### config.mk
export PLATFORM = sky130hd
export DESIGN_NAME = srdt_radius_unit
export DESIGN_NICKNAME = d
export VERILOG_FILES = /design/src/sv/stereo_pair_radius_dedup_table_defines.svh /design/src/sv/srdt_pkg.sv /design/src/sv/srdt_radius_unit.sv
export SDC_FILE = /design/constraint.sdc
export NUM_CORES = 2
export LEC_CHECK = 0
export BUFFER_PORTS_ARGS = -buffer_cell sky130_fd_sc_hd__buf_2
export CORE_AREA = 3 3 207 209
export CTS_CLUSTER_SIZE = 30
export DETAILED_ROUTE_END_ITERATION = 16
export DIE_AREA = 0 0 210 212
export PLACE_DENSITY = 0.93
export SETUP_SLACK_MARGIN = 0.15
export SYNTH_ARGS = -nofsm -noshare
export SYNTH_HDL_FRONTEND = slang
export SYNTH_SLANG_ARGS = --single-unit
export TNS_END_PERCENT = 50
### constraint.sdc
create_clock -name clock -period 11.96 [get_ports clock]
set_input_delay 1.196 -clock clock [delete_from_list [all_inputs] [get_ports clock]]
set_output_delay 1.196 -clock clock [all_outputs]
set_load 0.05 [all_outputs]
### src/sv/stereo_pair_radius_dedup_table_defines.svh
// assertion macros for the stereo pair dedup table top module
// no dependencies; taken in by `include where checks are written
`ifndef STEREO_PAIR_RADIUS_DEDUP_TABLE_DEFINES_SVH
`define STEREO_PAIR_RADIUS_DEDUP_TABLE_DEFINES_SVH

// same-cycle implication under synchronous reset
`define SRDT_ASSERT_NOW(label, clk, rst, ante, cons, msg) \
   label: assert property (@(posedge clk) disable iff (rst) (ante) |-> (cons)) \
      else $error(msg);

// next-cycle implication under synchronous reset
`define SRDT_ASSERT_NEXT(label, clk, rst, ante, cons, msg) \
   label: assert property (@(posedge clk) disable iff (rst) (ante) |=> (cons)) \
      else $error(msg);

`endif

### src/sv/srdt_pkg.sv
// types and constants for the stereo pair dedup table
// no dependencies; used by every module of the block
package srdt_pkg;

   localparam int COORD_BITS     = 16;
   localparam int DELTA_BITS     = 12;
   localparam int FAR_DELTA      = 4096;
   localparam int SQ_BITS        = 2 * DELTA_BITS;
   localparam int DIST_BITS      = SQ_BITS + 1;
   localparam int RADIUS_BITS    = 24;
   localparam int COUNT_BITS     = 11;
   localparam int PAIR_BITS      = 4 * COORD_BITS;
   localparam int REQ_DATA_BITS  = PAIR_BITS;
   localparam int REQ_USER_BITS  = 2;
   localparam int RSP_DATA_BITS  = 24;
   localparam int RSP_USER_BITS  = 2;
   localparam int CSR_INDEX_BITS = 1;
   localparam int CAPACITY_DEF   = 1024;

   localparam logic [RADIUS_BITS-1:0] MIN_DIST_RESET  = 24'd4096;
   localparam logic [COUNT_BITS-1:0]  MAX_PAIRS_RESET = 11'd320;

   typedef enum logic [CSR_INDEX_BITS-1:0] {
      REG_MIN_DIST  = 1'b0,
      REG_MAX_PAIRS = 1'b1
   } csr_index_type;

   typedef enum logic [RSP_USER_BITS-1:0] {
      ST_INSERTED  = 2'd0,
      ST_DUPLICATE = 2'd1,
      ST_FULL      = 2'd2,
      ST_CLEARED   = 2'd3
   } status_type;

   typedef struct packed {
      logic [COORD_BITS-1:0] ry;
      logic [COORD_BITS-1:0] rx;
      logic [COORD_BITS-1:0] ly;
      logic [COORD_BITS-1:0] lx;
   } pair_type;

   typedef struct packed {
      logic busy;
      logic hit_vld;
      logic hit;
   } unit_status_type;

endpackage

### src/sv/srdt_radius_unit.sv
// two-stage radius check of one stored pair against the offered pair
// depends on srdt_pkg for pair layout and widths
module srdt_radius_unit (
   input  logic                                   clock,
   input  logic                                   reset,
   input  logic                                   in_vld,
   input  srdt_pkg::pair_type                     stored,
   input  srdt_pkg::pair_type                     query,
   input  logic [srdt_pkg::RADIUS_BITS-1:0]       radius,
   output srdt_pkg::unit_status_type              status
);

   localparam int CB = srdt_pkg::COORD_BITS;
   localparam int DB = srdt_pkg::DELTA_BITS;
   localparam int SB = srdt_pkg::SQ_BITS;
   localparam int TB = srdt_pkg::DIST_BITS;

   function automatic logic [CB-1:0] abs_diff(input logic [CB-1:0] a, input logic [CB-1:0] b);
      abs_diff = (a > b) ? (a - b) : (b - a);
   endfunction

   logic [CB-1:0] dlx, dly, drx, dry;
   logic          lfar_in, rfar_in;
   logic [SB-1:0] lsx_in, lsy_in, rsx_in, rsy_in;

   logic          s1_vld_ff, s2_vld_ff, hit_ff;
   logic          lfar_ff, rfar_ff;
   logic [SB-1:0] lsx_ff, lsy_ff, rsx_ff, rsy_ff;
   logic [TB-1:0] lsum, rsum;
   logic          hit_in;

   always_comb begin
      dlx = abs_diff(stored.lx, query.lx);
      dly = abs_diff(stored.ly, query.ly);
      drx = abs_diff(stored.rx, query.rx);
      dry = abs_diff(stored.ry, query.ry);
      // a component of FAR_DELTA or more is beyond any radius
      lfar_in = (dlx >= CB'(srdt_pkg::FAR_DELTA)) || (dly >= CB'(srdt_pkg::FAR_DELTA));
      rfar_in = (drx >= CB'(srdt_pkg::FAR_DELTA)) || (dry >= CB'(srdt_pkg::FAR_DELTA));
      lsx_in  = SB'(dlx[DB-1:0]) * SB'(dlx[DB-1:0]);
      lsy_in  = SB'(dly[DB-1:0]) * SB'(dly[DB-1:0]);
      rsx_in  = SB'(drx[DB-1:0]) * SB'(drx[DB-1:0]);
      rsy_in  = SB'(dry[DB-1:0]) * SB'(dry[DB-1:0]);
   end

   always_ff @(posedge clock) begin
      lsx_ff  <= lsx_in;
      lsy_ff  <= lsy_in;
      rsx_ff  <= rsx_in;
      rsy_ff  <= rsy_in;
      lfar_ff <= lfar_in;
      rfar_ff <= rfar_in;
   end

   always_comb begin
      lsum   = TB'(lsx_ff) + TB'(lsy_ff);
      rsum   = TB'(rsx_ff) + TB'(rsy_ff);
      hit_in = !lfar_ff && !rfar_ff && (lsum <= TB'(radius)) && (rsum <= TB'(radius));
   end

   always_ff @(posedge clock) begin
      hit_ff <= hit_in;
   end

   always_ff @(posedge clock) begin
      if (reset) begin
         s1_vld_ff <= 1'b0;
         s2_vld_ff <= 1'b0;
      end else begin
         s1_vld_ff <= in_vld;
         s2_vld_ff <= s1_vld_ff;
      end
   end

   assign status.busy    = s1_vld_ff || s2_vld_ff;
   assign status.hit_vld = s2_vld_ff;
   assign status.hit     = hit_ff;

endmodule

==> metrics.md <==
| Metric | Value |
|---|---|
| I/O pin count | `158` |
| Iter 0 DRT Violations | `1832` |
| CTS Root Cell | `clkbuf_16` |
| RSZ-0062 raised after global routing | `no` |
| Met3 WL post-DR | `3.61 mm` |
| Area of the core | `between 40000 and 50000 µm²` |
| Initial Utilization | `0.649` |
| Hold path depth | `1` |
| Routability-driven placement congestion ratio | `around 0.95` |
| Wire per inst | `15.9 µm` |
| Fill cell count | `3121` |
| #FFs+latches synth | `97` |
| CP endpoint kind | `flip-flop` |
| Syn_nets | `4162` |
| WHS Endpoint | `s2_vld_ff` |
| Layout cells sized above 1 | `0.0841` |
| Crit start category | `input port` |
| Status | `finished clean` |
| Worst-margin pin slew | `1.19 ns` |
| Crit path required time | `12.19 ns` |
| Max_cap viols | `0` |
| Final net count | `4254` |
| Worst-path clk slew | `0.07 ns` |
| Crit-path slowest cell | `xnor2_1` |
| Final clock period utilization by the worst path | `0.825` |
| Post-Syn Instances | `around 3200` |
| Period minus WS final | `9.87 ns` |
| Vias in the first global route | `~23000` |
| First-pass GRT wire length | `104 mm` |
| Hpwl dp | `52.0 mm` |
| Top FF cell, synth | `dfxtp_1` |
| Final hold vios | `0` |
| Arrival @ worst endpoint | `10.10 ns` |
| I/O Buffers | `157` |
| Clock Tree Buf Depth | `2` |
| Crit path largest cell delay | `0.83 ns` |
| Top layer reached by signal wires | `met4` |
| Synth cell types | `89` |
| Most Frequent Cell on Critical Path | `fa_1` |
| GRT overflow | `0` |
| Drt via density | `about 5.8` |
| ANT nets after route | `0` |
| CTS H-Tree Depth | `3` |
| Worst hold path class | `reg2reg` |
| Critical path class | `in2reg` |
| Max FO, Critical Path | `16` |
| Die W | `210 µm` |
| # resized after CTS | `0` |
| Reg-to-reg slack, setup | `7.16 ns` |
| Post-CTS Hold Buffers | `0` |
| FFs w/ async S/R, synth | `0` |
| Largest net degree at the start of global routing | `22` |
| CTS sink count | `just under 100` |
| FF-to-FF End | `hit_ff` |
| Cell row count | `74` |
| Setup TNS | `0 ns` |
| Post-CTS Setup Inserts | `0` |
| Total Die Area | `44500 µm²` |
| Reg2Reg Depth | `18` |
| F_max | `101 MHz` |
| GRT Util Overall | `0.275` |
| CTS tree | `yes` |
| EDFF count, synth | `0` |
| Routed length on met1 | `about 25 mm` |
| Syn Std Cell Area | `26600 µm²` |
| DRC | `0` |
| Setup Viol. Count Final | `0` |
| Clock latency on the worst-skew pair | `0.36 ns` |
| Die Y-Extent | `about 210 µm` |
| Initial antenna violation count | `1` |
| Yosys Warn Count | `0` |
| CTS buffer count | `9` |
| Sequential share of the synthesized area | `0.0730` |
| Slew margin rel. | `0.200` |
| Seq. cell area | `1940 µm²` |
| Routed vias | `approximately 23000` |
| R2R Path Start | `lsx_ff[3]` |
| HP Start | `s1_vld_ff` |
| Routed wl met2 | `30.7 mm` |
| Final wirelength | `61.6 mm` |
| Slew Viols, Final | `0` |
| Syn avg cell area | `8.20 µm²` |
| Clock Skews | `0.00897 ns` |
| Area of the multi-input gates | `21600 µm²` |
| Pre-Repair DR Iteration Count | `5` |
| Area Overhead vs Synth | `5.54%` |
## per-stage QoR
step / hold slack (ns) / worst slack (ns) / cell area [µm²] / std cells / utilization
3_3_place_gp: 0.454 / 2.13 / 27800 / 3857 / 0.677
2_1_floorplan: 0.429 / 3.10 / 26600 / 3244 / -
4_1_cts: 0.469 / 2.18 / 28100 / 3873 / 0.685
3_5_place_dp: 0.457 / 1.82 / 27800 / 3857 / 0.677
5_1_grt: 0.474 / 1.44 / 28100 / 3874 / 0.685
6_report: 0.465 / 2.09 / 28100 / 3874 / 0.685
## flip-flops by register name (all words and copies together), names as in the netlist
register,flops
rsy_ff,23
s2_vld_ff,1
hit_ff,1
lfar_ff,1
lsx_ff,23
rsx_ff,23
lsy_ff,23
s1_vld_ff,1
rfar_ff,1
## critical path: cells and delay by family
kind / cells / cell delay [ns]
adder cells (fa/ha/maj): 7 / 3.26
AO/OA/AOI/OAI: 7 / 2.38
AND/OR/NAND/NOR: 8 / 2.05
XOR/XNOR: 2 / 0.96
buffers and inverters: 5 / 0.27
## cell families after synthesis
family                   share of synthesized area
AO/OA/AOI/OAI                                0.142
XOR/XNOR                                    0.0614
adder cells (fa/ha/maj)                      0.449
buffers and inverters                        0.114
flip-flops                                  0.0730
multiplexers                                0.0161
AND/OR/NAND/NOR                              0.145
## cell usage after synthesis (6+ instances only)
cell type	count	share of area
o211ai_1	14	0.0039
and2_1	13	0.0031
and3_1	16	0.0038
o21ai_0	90	0.017
a31o_2	9	0.0030
fa_1	320	0.24
a31oi_1	20	0.0047
ha_1	443	0.21
nor3_1	51	0.0096
nand3b_1	7	0.0020
inv_1	687	0.097
dfxtp_1	97	0.073
a21boi_0	6	0.0017
nor4_1	10	0.0024
buf_2	40	0.0075
nand4_1	32	0.0075
nor2b_1	38	0.0089
a211oi_1	27	0.0076
o21bai_1	20	0.0056
or2_1	11	0.0026
o311ai_0	6	0.0020
o2111ai_1	8	0.0026
a21oi_1	172	0.032
o31ai_1	16	0.0045
clkbuf_1	45	0.0063
buf_4	7	0.0020
nand2_1	139	0.020
mux2i_1	29	0.011
mux2_2	11	0.0047
o221ai_1	6	0.0020
a2111oi_0	7	0.0023
nand3_1	60	0.011
xnor2_1	137	0.045
a21o_1	62	0.017
or2_2	42	0.0099
xor2_1	44	0.014
or3_1	17	0.0040
o21a_1	24	0.0068
o41ai_1	10	0.0033
nor2_1	305	0.043
nand2b_1	50	0.012
## area by class of cell
cell class | instances | area share
diodes | 1 | 0.0000891
flip-flops and latches | 97 | 0.0691
repair buffers | 176 | 0.0331
well taps | 532 | 0.0237
clock inverters | 7 | 0.00347
clock buffers | 9 | 0.00802
inverters | 691 | 0.0923
multi-input cells | 2361 | 0.770
## how the worst max path moves through the flow
stage / startpoint / endpoint / slack (ns) / cells after the start
finish: stored[28] / lsy_ff[23] / 2.09 / 29
global route: stored[28] / lsy_ff[23] / 1.44 / 29
CTS: stored[28] / lsy_ff[23] / 2.18 / 29
detailed placement: stored[28] / lsy_ff[23] / 1.82 / 29
global placement: stored[28] / lsy_ff[23] / 2.13 / 29
floorplan: stored[25] / lsy_ff[23] / 3.10 / 32
## per-layer routing
layer  track usage  up-vias
met5             0        -
met4         0.106        0
li1              -    10700
met1         0.341    10800
met3        0.0266      202
met2         0.499      875
## layout by cell type (no fill, tap or decap), types with 29 or more instances in the layout
cell / synthesis / layout
nor2_1: 305 / 305
xnor2_1: 137 / 137
fa_1: 320 / 320
a21oi_1: 172 / 172
xor2_1: 44 / 44
a21o_1: 62 / 62
inv_1: 687 / 687
mux2i_1: 29 / 29
ha_1: 443 / 443
dfxtp_1: 97 / 97
nand2_1: 139 / 139
o21ai_0: 90 / 90
nand3_1: 60 / 60
nand2b_1: 50 / 50
buf_2: 40 / 157
nor3_1: 51 / 51
nand4_1: 32 / 32
nor2b_1: 38 / 38
or2_2: 42 / 42
Power is not shown: default switching activity piles up to over one toggle a cycle in this logic, so the estimate is an artifact.
